### config.mk
export PLATFORM = sky130hd
export DESIGN_NAME = mme_ctrl
export DESIGN_NICKNAME = d
export VERILOG_FILES = /design/src/design/mme_pkg.sv /design/src/design/mme_ctrl.sv
export SDC_FILE = /design/constraint.sdc
export NUM_CORES = 1
export LEC_CHECK = 0
export ABC_AREA = 1
export BUFFER_PORTS_ARGS = -buffer_cell sky130_fd_sc_hd__buf_2
export CORE_MARGIN = 5
export CORE_UTILIZATION = 53
export CTS_BUF_LIST = sky130_fd_sc_hd__clkbuf_8
export DETAILED_ROUTE_END_ITERATION = 8
export MAX_ROUTING_LAYER = met4
export PLACE_DENSITY = 0.81
export RECOVER_POWER = 25
export SLEW_MARGIN = 10
export SYNTH_ARGS = -nofsm -noshare
export SYNTH_HDL_FRONTEND = slang
export SYNTH_SLANG_ARGS = --single-unit
### constraint.sdc
create_clock -name clk -period 2.4 [get_ports clk]
set_input_delay 0.6 -clock clk [delete_from_list [all_inputs] [get_ports clk]]
set_output_delay 0.6 -clock clk [all_outputs]
set_load 0.03 [all_outputs]
### src/design/mme_pkg.sv
`timescale 1ns / 1ps
package mme_pkg;

  localparam int DIM    = 16;
  localparam int DEPTH  = DIM * DIM;
  localparam int IDX_W  = $clog2(DIM);
  localparam int ADDR_W = $clog2(DEPTH);
  localparam int SIZE_W = 5;
  localparam int ROW_W  = 4;
  localparam int VAL_W  = 16;
  localparam int PROD_W = 32;
  localparam int ACC_W  = 48;
  localparam int CMP_W  = (SIZE_W > IDX_W + 1) ? SIZE_W : IDX_W + 1;

  localparam logic KIND_DONE = 1'b0;
  localparam logic KIND_READ = 1'b1;

  typedef enum logic [1:0] {
    CMD_LOAD_A  = 2'd0,
    CMD_LOAD_B  = 2'd1,
    CMD_COMPUTE = 2'd2,
    CMD_READ_C  = 2'd3
  } cmd_t;

  typedef enum logic [1:0] {
    ST_IDLE,
    ST_MAC,
    ST_DRAIN
  } state_t;

  typedef struct packed {
    logic             wr_a;
    logic             wr_b;
    logic             rd_c;
    logic             start;
    logic             push_done;
    logic             mac_v;
    logic             mac_first;
    logic             mac_last;
    logic [IDX_W-1:0] mac_i;
    logic [IDX_W-1:0] mac_j;
    logic [IDX_W-1:0] mac_k;
    logic [IDX_W-1:0] nm1;
  } ctl_cmd_t;

  typedef struct packed {
    logic out_full;
    logic pipe_busy;
  } dp_stat_t;

  function automatic logic [ADDR_W-1:0] addr_of(input logic [IDX_W-1:0] r,
                                                input logic [IDX_W-1:0] c);
    return ADDR_W'(32'(r) * 32'(DIM) + 32'(c));
  endfunction

  function automatic logic in_range(input logic [ROW_W-1:0] v);
    return CMP_W'(v) < CMP_W'(DIM);
  endfunction

endpackage

### src/design/mme_ctrl.sv
`timescale 1ns / 1ps
module mme_ctrl import mme_pkg::*; (
  input  logic              clk,
  input  logic              rst_n,
  input  logic              in_valid,
  input  logic [1:0]        in_command,
  output logic              in_stall,
  input  logic              out_stall,
  input  logic              cfg_valid,
  output logic              cfg_ready,
  input  logic [SIZE_W-1:0] cfg_data,
  input  dp_stat_t          stat,
  output ctl_cmd_t          cmd
);

  state_t            state_r, state_nxt;
  logic [SIZE_W-1:0] active_size_r;
  logic [IDX_W-1:0]  i_r, i_nxt, j_r, j_nxt, k_r, k_nxt, nm1_r, nm1_nxt;
  logic [CMP_W-1:0]  eff;
  logic [IDX_W-1:0]  eff_nm1;

  assign cfg_ready = 1'b1;

  always_comb begin
    eff = CMP_W'(active_size_r);
    if (eff == '0) eff = CMP_W'(1);
    if (eff > CMP_W'(DIM)) eff = CMP_W'(DIM);
    eff_nm1 = IDX_W'(eff - CMP_W'(1));
  end

  always_ff @(posedge clk) begin
    if (!rst_n) begin
      state_r       <= ST_IDLE;
      active_size_r <= SIZE_W'(16);
    end else begin
      state_r <= state_nxt;
      if (cfg_valid && cfg_ready) active_size_r <= cfg_data;
    end
  end

  always_ff @(posedge clk) begin
    i_r   <= i_nxt;
    j_r   <= j_nxt;
    k_r   <= k_nxt;
    nm1_r <= nm1_nxt;
  end

  always_comb begin
    state_nxt = state_r;
    i_nxt     = i_r;
    j_nxt     = j_r;
    k_nxt     = k_r;
    nm1_nxt   = nm1_r;
    cmd       = '0;
    cmd.nm1   = eff_nm1;
    cmd.mac_i = i_r;
    cmd.mac_j = j_r;
    cmd.mac_k = k_r;
    in_stall  = 1'b1;
    unique case (state_r)
      ST_IDLE: begin
        in_stall = (cmd_t'(in_command) == CMD_READ_C) && stat.out_full && out_stall;
        if (in_valid && !in_stall) begin
          unique case (cmd_t'(in_command))
            CMD_LOAD_A: cmd.wr_a = 1'b1;
            CMD_LOAD_B: cmd.wr_b = 1'b1;
            CMD_COMPUTE: begin
              cmd.start = 1'b1;
              nm1_nxt   = eff_nm1;
              i_nxt     = '0;
              j_nxt     = '0;
              k_nxt     = '0;
              state_nxt = ST_MAC;
            end
            CMD_READ_C: cmd.rd_c = 1'b1;
            default: ;
          endcase
        end
      end
      ST_MAC: begin
        cmd.mac_v     = 1'b1;
        cmd.mac_first = (k_r == '0);
        cmd.mac_last  = (k_r == nm1_r);
        if (k_r == nm1_r) begin
          k_nxt = '0;
          if (j_r == nm1_r) begin
            j_nxt = '0;
            if (i_r == nm1_r) state_nxt = ST_DRAIN;
            else i_nxt = i_r + IDX_W'(1);
          end else begin
            j_nxt = j_r + IDX_W'(1);
          end
        end else begin
          k_nxt = k_r + IDX_W'(1);
        end
      end
      ST_DRAIN: begin
        if (!stat.pipe_busy && (!stat.out_full || !out_stall)) begin
          cmd.push_done = 1'b1;
          state_nxt     = ST_IDLE;
        end
      end
      default: state_nxt = ST_IDLE;
    endcase
  end

endmodule

# --- After elaboration in Yosys (flattened, before gate mapping) ---
# Cells that the tools add are included.
totals:
  register_bits: 23
  input_bits: 14
  out_inout_bits: 26
  word_cells: 75
classes:
  n_addsub: 4
  n_lt_le_gt_ge: 1
  eq_ne: 15
  n_mux: 30
  n_reduce_logical: 19
op_table:
  columns: ["cell", "count"]
  rows:
  - ["$mux 4", 11]
  - ["$pmux 4 s2", 3]
  - ["$add 4x1->4 const B", 3]
  - ["$eq 4x4->1", 3]
  - ["$mux 2", 6]
  - ["$ne 2x2->1 const B", 6]
  - ["$reduce_and 6->1", 2]
  - ["$mux 1", 7]
  - ["$eq 2x2->1 const B", 3]
  - ["$pmux 2 s3", 1]
  - ["$reduce_and 3->1", 2]
  - ["$gt 5x5->1 const B", 1]
  - ["$logic_not 5->1", 1]
  - ["$mux 5", 1]
  - ["$eq 2x1->1 const B", 2]
  - ["$logic_and 1x1->1", 4]
  - ["$logic_not 1->1", 4]
  - ["$logic_not 2->1", 2]
  - ["$logic_not 4->1", 1]
  - ["$reduce_and 4->1", 1]
  - ["$sub 4x1->4 const B", 1]
  - ["$mux 3", 1]
  - ["$ne 2x1->1 const B", 1]
  - ["$reduce_bool 2->1", 1]
  - ["$logic_or 1x1->1", 1]

# --- Longest topological paths before layout ---
# Gate-level depths: netlist (run 1).
logic_depth:
  depth_word: 7
  ltp_mapped: 9
  mapped_depth_nobuf: 9

# --- Worst setup path before layout (run 1) ---
# No wires, ideal clock.
synth_timing:
  path_type: "flip-flop to output port"
  from: "register active_size_r[1]"
  to: "output cmd[2] (netlist bit)"
  arrival_ns: 1.860
  t_required_ns: 1.800
  path_slack_ns: -0.060
  path_stages_with_launch: 5
  cell_sequence: "dfxtp_1 -> nor4_1 -> o21ai_0 -> ha_1 -> xnor2_1"
synth_lines:
  columns: ["element", "line_no", "source"]
  rows:
  - ["from (decl)", "mme_ctrl.sv:17", "logic [SIZE_W-1:0] active_size_r;"]
  - ["from (signal assigned)", "mme_ctrl.sv:37", "if (cfg_valid && cfg_ready) active_size_r <= cfg_data;"]
  - ["to (decl)", "mme_ctrl.sv:13", "output ctl_cmd_t cmd"]

==> metrics list, run 1 <==
- TritonCTS built the clock tree.
- After clock tree synthesis, the flow added hold-fix buffers numbering 0.
* Wire length of the first global-routing pass: 4.93 mm
* Terminus of the critical flop-to-flop path: j_r[3]
- Clock period minus final worst setup slack: 2.21 ns
* Mean cell area of the mapped netlist: 7.57 µm²
- Combinational share of power: 20.0%
- The worst setup path is launched from a flop.
- Yosys Warn Count: 0
- In this run the number of cells on the critical path is 5.
* Sum of overflow across all layers after global routing: 0
- The number of buffers and inverters on the critical path is 1.
- Power Internal: 0.620 mW
* H-tree depth reported by CTS: 1
* Largest fanout of any net on the critical path: 4
- VDD sags by at most 0.588 mV.
- Number of buffers added for setup after CTS: 0
- Std-Cell Core Area: 2480 µm²
- Data arrives at the worst endpoint at 1.61 ns.
- For this run, the slowest stage of the critical path takes 0.35 ns.
- Final-report setup violation count: 0
- Excluding fillers, the count of instances in the completed layout stands at 254.
* RSZ-0062 raised after global routing: false
- The root buffer cell chosen for the clock tree is sky130_fd_sc_hd__clkbuf_8.
* Initial cell density of the core: 55.6%
- Floorplan die area: 3720 µm²
- Final wirelength: 2.87 mm
* Cell-by-cell listing of the critical path: nor4_2 -> o21ai_1 -> ha_1 -> xnor2_2 -> buf_2
* Worst Setup End Kind: output port
* GRT Resource Usage Total: 18.0%
- The kind of cell with the highest combined delay along the critical path is flip-flops.
- Total standard cell area after synthesis: 1380 µm²
* Final weighted congestion in routability-driven placement: 0.828
* Post-route clock period utilization: 92.0%
- Power comes to 0.885 mW.
- In this run the critical register-to-register path is launched from nm1_r[2].
* Via count of the first global-routing pass: 1159
- Via Count: 1235
* HPWL after DPL: 2.33 mm
* Result of the run: completed
- For this design the static power due to leakage is 0.844 nW.
- First element of the critical path: active_size_r[1]
- Synthesis produced a netlist whose cell count is 182.
* Flop pwr share: 52.7%
* Horizontal die dimension: 61.0 µm
- Count of pins over their slew limit: 0
- The most critical setup path has its endpoint at cmd[2].
- The number of gates resized after CTS was 0.
- Clock latency at the later pin of the worst-skew pair: 0.26 ns
- The detail route stage leaves a number of antenna-violating nets equal to 0.
* Number of buffers created by CTS: 3
* Antenna violations before repair: 0
* Worst hold path type: in -> reg
* Layout cell share with drive strength beyond 1: 23.7%
- Accumulated negative setup slack: 0 ns
* Layout Skew: 0.00347 ns
- Worst Path Required: 1.80 ns
- For this run, the post-layout net count is 244.
- For this design, the sink count on the clock tree is 23.
- Final hold analysis gives a worst-case slack of 0.562 ns.
* Pin count of the biggest net entering global routing: 14
- Synthesized netlist net count: 201
* Post-placement cell count: 250
- The tool flagged a number of max-cap violations equal to 0.
- Power spread over the standard cell area amounts to 534 nW/µm².
- The count of buffers added on input and output ports is 38.
* Detailed Route Iter0 Violations: 38
- Via density: 4.86
- For this design the total switching power over the nets is 0.266 mW.
- Of the synthesized area, sequential elements account for 45.0%.
- Number of placed I/O pins: 40
- The final count of hold timing violations was 0.
* Distinct cell type count after synthesis: 23
- Counting along the longest clock path gives a buffer depth of 2.
- Signed area change from the synthesized netlist to the final layout: 20.3%
- By startpoint and endpoint, the worst setup path is classified as reg -> out.
- Per report_power, the clock group accounts for 27.3% of the total.
* Remaining design rule violation count: 0
* Synth Register Bits: 23
- Vert. Die Dim: 61.0 µm
* TritonRoute pass-1 iters: 4
- Counting the fill cells in the layout gives 241.
* Std cell rows: 18
- Ant diodes: 0
- For the worst flop-to-flop path, the logic depth is 8.
- Clock-pin slew was measured on the worst setup and hold paths at 0.09 ns.
* Upper clock frequency limit: 453 MHz
- Net switching is 30.0% of the power.
- At the end of the flow the core is filled with cells to 66.9%.
* Routed WL per cell: 11.3 µm
- For this design, the slowest cell found on the critical path is sky130_fd_sc_hd__dfxtp_1.
- Reg-to-reg setup timing slack: 0.62 ns
cell type report:
cell class	instances	area, µm²	share of cell area, %
timing repair buffer	40	203	12.2
clock inverter	1	5.00	0.302
inverter	30	113	6.79
tap	30	37.5	2.26
multi-input combinational	127	638	38.5
clock buffer	3	41.3	2.49
sequential	23	621	37.4
flip-flops by register name (all words and copies together) (netlist names):
register,flops
nm1_r,4
active_size_r,5
k_r,4
j_r,4
state_r,2
i_r,4
routing by layer:
metal	vias to the layer above	wire length [µm]	global-route usage, %
met1	535	1270	21.3
met5	-	0	-
met3	8	132	2.98
met2	35	1410	30.8
li1	657	-	-
met4	0	57	5.88
logic make-up after synthesis:
kind of cell	Yosys count	share of synthesized area [%]
AOI/OAI and AO/OA	16	6.99
xor gates and xnor gates	8	5.09
adders and majority gates	5	4.54
buffers and inverters	32	9.26
DFF	23	45.0
other	1	0.272
and+or+nand+nor	97	28.8
worst min-delay path by stage:
stage	slack, ns	depth (start not counted)	end	startpoint
global route	0.58	3	active_size_r[1]	cfg_data[1]
finish	0.56	3	active_size_r[2]	cfg_data[2]
CTS	0.56	3	active_size_r[2]	cfg_data[2]
detailed placement	0.54	2	active_size_r[3]	active_size_r[3]
floorplan	0.48	2	active_size_r[3]	active_size_r[3]
global placement	0.52	2	active_size_r[3]	active_size_r[3]
power by group through the flow:
stage	registers [mW]	clock network (mW)	logic, mW
after floorplan	0.490	0	0.110
after global placement	0.474	0	0.175
after detailed placement	0.475	0	0.178
after CTS	0.466	0.249	0.179
after global routing	0.470	0.262	0.199
final	0.466	0.242	0.177
tightest hold or removal path, stage by stage:
cell                     delay, ns
sky130_fd_sc_hd__buf_2        0.08
sky130_fd_sc_hd__nor2_1       0.03
sky130_fd_sc_hd__nor2_1       0.08
through the flow:
stage | worst slack (ns) | instance area (µm²)
floorplan | 0.0365 | 1390
global placement | 0.499 | 1610
detailed placement | 0.430 | 1610
CTS | 0.128 | 1660
global route | 0.0448 | 1660
finish | 0.191 | 1660
cell usage after synthesis:
| master | n | area, µm² |
|---|---|---|
| sky130_fd_sc_hd__a21oi_2 | 2 | 17.5 |
| sky130_fd_sc_hd__xnor2_1 | 4 | 35.0 |
| sky130_fd_sc_hd__o311ai_0 | 1 | 8.76 |
| sky130_fd_sc_hd__nor3_1 | 4 | 20.0 |
| sky130_fd_sc_hd__buf_4 | 2 | 15.0 |
| sky130_fd_sc_hd__o21ai_0 | 8 | 40.0 |
| sky130_fd_sc_hd__nor2_1 | 30 | 113 |
| sky130_fd_sc_hd__edfxtp_1 | 16 | 480 |
| sky130_fd_sc_hd__conb_1 | 1 | 3.75 |
| sky130_fd_sc_hd__nand3_1 | 6 | 30.0 |
| sky130_fd_sc_hd__a31oi_1 | 1 | 6.26 |
| sky130_fd_sc_hd__dfxtp_1 | 7 | 140 |
| sky130_fd_sc_hd__xor2_1 | 4 | 35.0 |
| sky130_fd_sc_hd__o21ai_1 | 1 | 5.00 |
| sky130_fd_sc_hd__nand2_1 | 49 | 184 |
| sky130_fd_sc_hd__o21ai_2 | 1 | 8.76 |
| sky130_fd_sc_hd__nor4_1 | 3 | 18.8 |
| sky130_fd_sc_hd__a21oi_1 | 2 | 10.0 |
| sky130_fd_sc_hd__inv_1 | 27 | 101 |
| sky130_fd_sc_hd__nand2_2 | 3 | 18.8 |
| sky130_fd_sc_hd__ha_1 | 5 | 62.6 |
| sky130_fd_sc_hd__inv_2 | 3 | 11.3 |
| sky130_fd_sc_hd__nor2_2 | 2 | 12.5 |
cell usage in the layout (no fill, tap or decap), drive strengths merged:
cell type / netlist / final
buf: 2 / 38
conb: 1 / 1
nor2: 32 / 32
nand2: 52 / 52
inv: 30 / 30
dfxtp: 7 / 7
edfxtp: 16 / 16
ha: 5 / 5
xor2: 4 / 4
nor3: 4 / 4
nor4: 3 / 3
o21ai: 10 / 10
o311ai: 1 / 1
clkbuf: 0 / 5
a21oi: 4 / 4
xnor2: 4 / 4
a31oi: 1 / 1
nand3: 6 / 6
clkinv: 0 / 1
No activity file was read; power rests on OpenSTA's default activity.
==> run 2, diff against run 1 <==
--- a/config.mk
+++ b/config.mk
@@ -7,12 +7,13 @@
 export LEC_CHECK = 0
 export ABC_AREA = 1
 export BUFFER_PORTS_ARGS = -buffer_cell sky130_fd_sc_hd__buf_2
+export CORE_ASPECT_RATIO = 0.9
 export CORE_MARGIN = 5
-export CORE_UTILIZATION = 53
+export CORE_UTILIZATION = 45
 export CTS_BUF_LIST = sky130_fd_sc_hd__clkbuf_8
 export DETAILED_ROUTE_END_ITERATION = 8
 export MAX_ROUTING_LAYER = met4
-export PLACE_DENSITY = 0.81
+export PLACE_DENSITY = 0.71
 export RECOVER_POWER = 25
 export SLEW_MARGIN = 10
 export SYNTH_ARGS = -nofsm -noshare
==> metrics list, run 2 (same netlist as run 1, synthesis figures left out) <==
- Setup repair after global routing left no endpoint under its margin.
- Number of failing hold endpoints at the final stage: 0
* Vert. Die Dim: 62.5 µm
- Type of the worst setup path: reg -> out
- Remaining antenna violation count: 0
- Std-Cell Core Area: 3000 µm²
* Signed area change from the synthesized netlist to the final layout: 21.1%
- The floorplan has 19 rows.
- Total of max-cap violations: 0
- Wire length of the first global-routing pass: 4.67 mm
- The die is 68.3 µm wide.
* Static Leakage: 0.845 nW
- Leading cell types in the layout, fill and taps excluded: sky130_fd_sc_hd__nand2_1, sky130_fd_sc_hd__buf_2, sky130_fd_sc_hd__nor2_1
- The count of final max-slew check failures came to 0.
- Before antenna repair, the detailed router went through 4 iterations.
- Counting both buffers and inverters, the worst setup path holds a total of 1.
- The cell family contributing the most delay on the critical path is flip-flops.
* Remaining design rule violation count: 0
- The critical path runs through a total of 5 cells.
- The critical path goes through nor4_1 -> o21ai_0 -> ha_1 -> xnor2_2 -> buf_2.
- Sum of overflow across all layers after global routing: 0
- The worst path uses 93.7% of the clock period.
- Layout Skew: 0.00682 ns
- In this run the number of H-tree levels came out at 1.
* Number of buffers created by CTS: 3
- HPWL after DPL: 2.21 mm
- The repair_antennas step left the layout with diodes totalling 0.
* Nature of the critical path startpoint: flop
* Number of fill cells: 311
* Final Net Count: 244
- Setup violations remaining at the end of the flow were counted as 0.
* Critical path's slowest cell: sky130_fd_sc_hd__dfxtp_1
- The library cell used most frequently in the layout, excluding fill and tap cells, is sky130_fd_sc_hd__nand2_1.
* Detailed Route Iter0 Violations: 76
- TritonCTS clock tree: done
* Worst Setup End Kind: output port
- The initial utilization of the core area, before any placement, comes to 46.0%.
- Placed instance area: 1630 µm²
- Power spread over the standard cell area amounts to 530 nW/µm².
- Arrival time reported for the critical path endpoint: 1.65 ns
- In this run, post-CTS repair resized a total of 0 instances.
- Summed over all layers, the routed wires come to 2.84 mm.
* Total Power Consumption: 0.885 mW
- For the final routed database, the setup TNS stands at 0 ns.
- Routed WL per cell: 10.7 µm
- Largest fanout of any net on the critical path: 4
- Hold-fix buffers at CTS: 0
- The register with the most flip-flops in the layout has 5 of them.
- Clock latency on the worst-skew pair, taken at its later pin, is 0.27 ns.
- Hold Path Depth: 2
- Number of sinks handled by clock tree synthesis: 23
- Routability-driven placement finished with a final weighted congestion of 0.813.
- Entering global routing, the biggest net connects 14 pins.
- Via Count: 1226
- CP max stage delay: 0.34 ns
* Worst Path Required: 1.80 ns
- The clock period could shrink to 2.25 ns.
- The worst hold path belongs to the class reg -> reg.
* Worst Reg-to-Reg Cells: 9
- Summing all non-filler instances in the final layout gives an area of 1670 µm².
- The die covers 4270 µm².
- Static timing analysis puts the maximum clock frequency at 445 MHz.
- Clock Pin Slew Worst Setup and Hold Paths: 0.08 ns
- Via count of the first global-routing pass: 1095
- During placement, the flow inserted port buffers numbering 38.
* Number of buffers added for setup after CTS: 0
- The post-route netlist has 23.2% of its cells at a drive strength greater than 1.
- VDD sags by at most 0.431 mV.
- Buffer depth of the longest clock path: 2
- CTS Root Buffer Type: sky130_fd_sc_hd__clkbuf_8
* GRT Resource Usage Total: 14.3%
* Result of the run: completed
- Dividing the detail-routed via count by the number of cells gives 4.61.
- The initial antenna violation count came to 0.
- Final worst hold slack: 0.548 ns
- The register with the most flip-flops in the final layout is active_size_r.
* Number of placed I/O pins: 40
run 2: report_power, final:
part | internal [mW] | switching [mW]
Sequential | 0.446 | 0.0201
Clock | 0.116 | 0.127
Combinational | 0.0578 | 0.118
run 2: layout make-up:
type	instances	area, µm²	share of cell area (%)
flip-flops and latches	23	621	37.2
multi-input cells	127	633	38.0
well taps	42	52.6	3.15
clock inverters	1	5.00	0.300
inverters	30	113	6.75
repair buffers	40	203	12.2
clock buffers	3	41.3	2.48
run 2: worst register-to-register path: stages (launching register included):
cell	delay, ns
sky130_fd_sc_hd__edfxtp_1	0.46
sky130_fd_sc_hd__inv_1	0.09
sky130_fd_sc_hd__nand2_1	0.06
sky130_fd_sc_hd__nand2_1	0.06
sky130_fd_sc_hd__nor2_1	0.13
sky130_fd_sc_hd__nand2_2	0.10
sky130_fd_sc_hd__nand2_2	0.11
sky130_fd_sc_hd__nand2_2	0.06
sky130_fd_sc_hd__nor3_1	0.19
sky130_fd_sc_hd__buf_4	0.17
run 2: final timing paths:
kind,slack [ns],end,startpoint
worst max-delay path,0.15,cmd[2],active_size_r[1]
worst min-delay path,0.55,active_size_r[3],active_size_r[3]
worst max register to register,0.68,i_r[1],k_r[0]
worst min register to register,0.55,active_size_r[3],active_size_r[3]
run 2: metrics by stage:
step / instances / utilization, % / setup WS (ns)
floorplan: 182 / - / 0.0365
finish: 266 / 55.7 / 0.151
global route: 266 / 55.7 / 0.0340
global placement: 262 / 54.3 / 0.461
CTS: 266 / 55.9 / 0.125
detailed placement: 262 / 54.3 / 0.431
run 2: layer usage:
metal	part of all wire (%)	routed length [µm]	global-route usage, %
met5	0	0	-
met1	47	1340	17.8
met3	5.3	150	3.96
met4	0.39	11	2.73
met2	47	1340	23.0
==> run 3, diff against run 2 <==
--- a/config.mk
+++ b/config.mk
@@ -8,7 +8,7 @@
 export ABC_AREA = 1
 export BUFFER_PORTS_ARGS = -buffer_cell sky130_fd_sc_hd__buf_2
 export CORE_ASPECT_RATIO = 0.9
-export CORE_MARGIN = 5
+export CORE_MARGIN = 4
 export CORE_UTILIZATION = 45
 export CTS_BUF_LIST = sky130_fd_sc_hd__clkbuf_8
 export DETAILED_ROUTE_END_ITERATION = 8
==> metrics list, run 3 (same netlist as run 1, synthesis figures left out) <==
- CTS Root Buffer Type: sky130_fd_sc_hd__clkbuf_8
* Fraction of power spent switching nets: 30.0%
- Signed area change from the synthesized netlist to the final layout: 21.9%
* Number of placed I/O pins: 40
* Share of power burned in the clock network: 27.5%
- Final Net Count: 245
- Of all nets on the critical path, the largest fanout is 4.
- Subtracting the final worst setup slack from the clock period gives 2.25 ns.
* Initial cell density of the core: 48.5%
* Number of failing hold endpoints at the final stage: 0
* Final weighted congestion in routability-driven placement: 0.764
- After detailed routing, the total wire length is 2.81 mm.
- In this run the number of H-tree levels came out at 1.
* Total Power Consumption: 0.890 mW
- GRT Resource Usage Total: 15.7%
- Std-Cell Core Area: 2840 µm²
- Before antenna repair, the detailed router went through 4 iterations.
- Area of the multi-input gates: 638 µm²
- Final-report setup violation count: 0
* Accumulated negative setup slack: 0 ns
- Global routing finished with a remaining overflow of 0.
- For this block, the via count after detailed routing is 1219.
* RSZ-0062 raised after global routing: false
* Critical path's slowest cell: sky130_fd_sc_hd__dfxtp_1
- The worst setup path is of the reg -> out kind.
- Cell-by-cell listing of the critical path: nor4_2 -> o21ai_1 -> ha_1 -> xnor2_2 -> buf_2
- STA classifies the critical path endpoint as an output port.
- The path class of the tightest hold or removal check is in -> reg.
- Most common library cell in the layout ignoring fill and taps: sky130_fd_sc_hd__nand2_1
- For the worst setup path, the data arrival time is 1.65 ns.
- The register with the most flip-flops in the layout has 5 of them.
* HPWL after DPL: 2.27 mm
- Worst Path Required: 1.80 ns
* Number of buffers added for setup after CTS: 0
- Entering global routing, the biggest net connects 15 pins.
- The count of nets left with antenna violations once routing finished came out at 0.
- The count of final max-slew check failures is 0.
* Number of buffers created by CTS: 3
* Number of sinks handled by clock tree synthesis: 23
- Worst IR Drop VDD: 0.434 mV
- Routed WL per cell: 10.6 µm
- Row generation in the floorplan step produced 18 rows.
* Reg-to-reg setup timing slack: 0.63 ns
* Upper clock frequency limit: 444 MHz
- For this run, design rule violations remaining after detail routing come to 0.
- Total of max-cap violations: 0
- Floorplan die area: 4010 µm²
* Horizontal die dimension: 66.3 µm
- Number of fill cells: 306
- In the final layout, the share of cells above drive strength 1 is 24.0%.
- Result of the run: completed
- Switching power: 0.267 mW
- Nature of the critical path startpoint: flop
* Clock Pin Slew Worst Setup and Hold Paths: 0.08 ns
* Antenna violations before repair: 0
- The top cell types in the final layout, fill and taps aside, are sky130_fd_sc_hd__nand2_1, sky130_fd_sc_hd__buf_2, sky130_fd_sc_hd__nor2_1.
- Clock latency at the later pin of the worst-skew pair: 0.27 ns
- Layout Skew: 0.00229 ns
- Register area: 621 µm²
* Detailed Route Iter0 Violations: 39
- CP max stage delay: 0.34 ns
- The first global-routing pass estimated 4.69 mm of wire.
* Register with the highest flop count: active_size_r
- Flop pwr share: 52.4%
* Vert. Die Dim: 60.5 µm
- Dividing total power by cell area gives a power density of 530 nW/µm².
* Ant diodes: 0
* Via density: 4.60
- Hold-fix buffers at CTS: 0
* Combinational share of power: 20.1%
- Counting along the longest clock path gives a buffer depth of 2.
* Power Internal: 0.624 mW
- TritonCTS clock tree: done
* Via count of the first global-routing pass: 1109
- Post-route clock period utilization: 93.9%
* Port Buffers: 38
- The analysis attributes to cell leakage a power of 0.851 nW.
run 3: changes by cell type in the layout (fill, tap and decap cells not counted), sizes merged:
cell,before,now
buf,38,39
clkinv,1,0
inv,30,31
run 3: layout make-up:
class | count | share of cell area [%]
Clock buffer | 3 | 2.46
Sequential cell | 23 | 37.0
Clock inverter | 1 | 0.373
Timing Repair Buffer | 41 | 12.5
Inverter | 30 | 6.71
Tap cell | 40 | 2.98
Multi-Input combinational cell | 127 | 38.0
run 3: per-stage QoR:
stage / util, % / hold slack [ns] / instances / instance area (µm²) / worst slack, ns
after floorplan: - / 0.481 / 182 / 1390 / 0.0365
after global placement: 57.5 / 0.513 / 261 / 1630 / 0.454
after detailed placement: 57.5 / 0.521 / 261 / 1630 / 0.401
after CTS: 59.2 / 0.538 / 265 / 1680 / 0.0849
after global routing: 59.2 / 0.550 / 265 / 1680 / 0.0605
final: 59.2 / 0.550 / 265 / 1680 / 0.145
run 3: routing by layer:
layer  vias to the layer above  wire, µm  track usage [%]
met5                         -         0                -
met4                         0         6             2.61
li1                        656         -                -
met1                       532      1330             19.5
met3                         2       150             4.07
met2                        29      1320             26.2
run 3: critical path, delay by kind of cell (launching register included):
family	cells	cell delay [ns]
flops	1	0.34
simple gates	1	0.27
fa+ha+maj	1	0.24
buf+inv	1	0.23
xor+xnor	1	0.17
compound gates	1	0.13
run 3: power groups by stage:
stage	sequential, mW	combinational, mW	clock, mW
after floorplan	0.490	0.110	0
final	0.466	0.179	0.245
after global placement	0.474	0.178	0
after CTS	0.466	0.180	0.253
after global routing	0.470	0.199	0.267
after detailed placement	0.475	0.179	0
run 3: worst paths after layout:
path                            cells past startpoint              from                to
worst max register to register                      9            k_r[0]            i_r[0]
worst min register to register                      2  active_size_r[3]  active_size_r[3]
worst max-delay path                                5  active_size_r[1]            cmd[2]
worst min-delay path                                3       cfg_data[4]  active_size_r[4]
run 3: repair_timing:
item	4_1_cts	5_1_grt
endpoints found under the setup margin	0	2
resized for setup	0	2
endpoints found under the hold margin	0	0
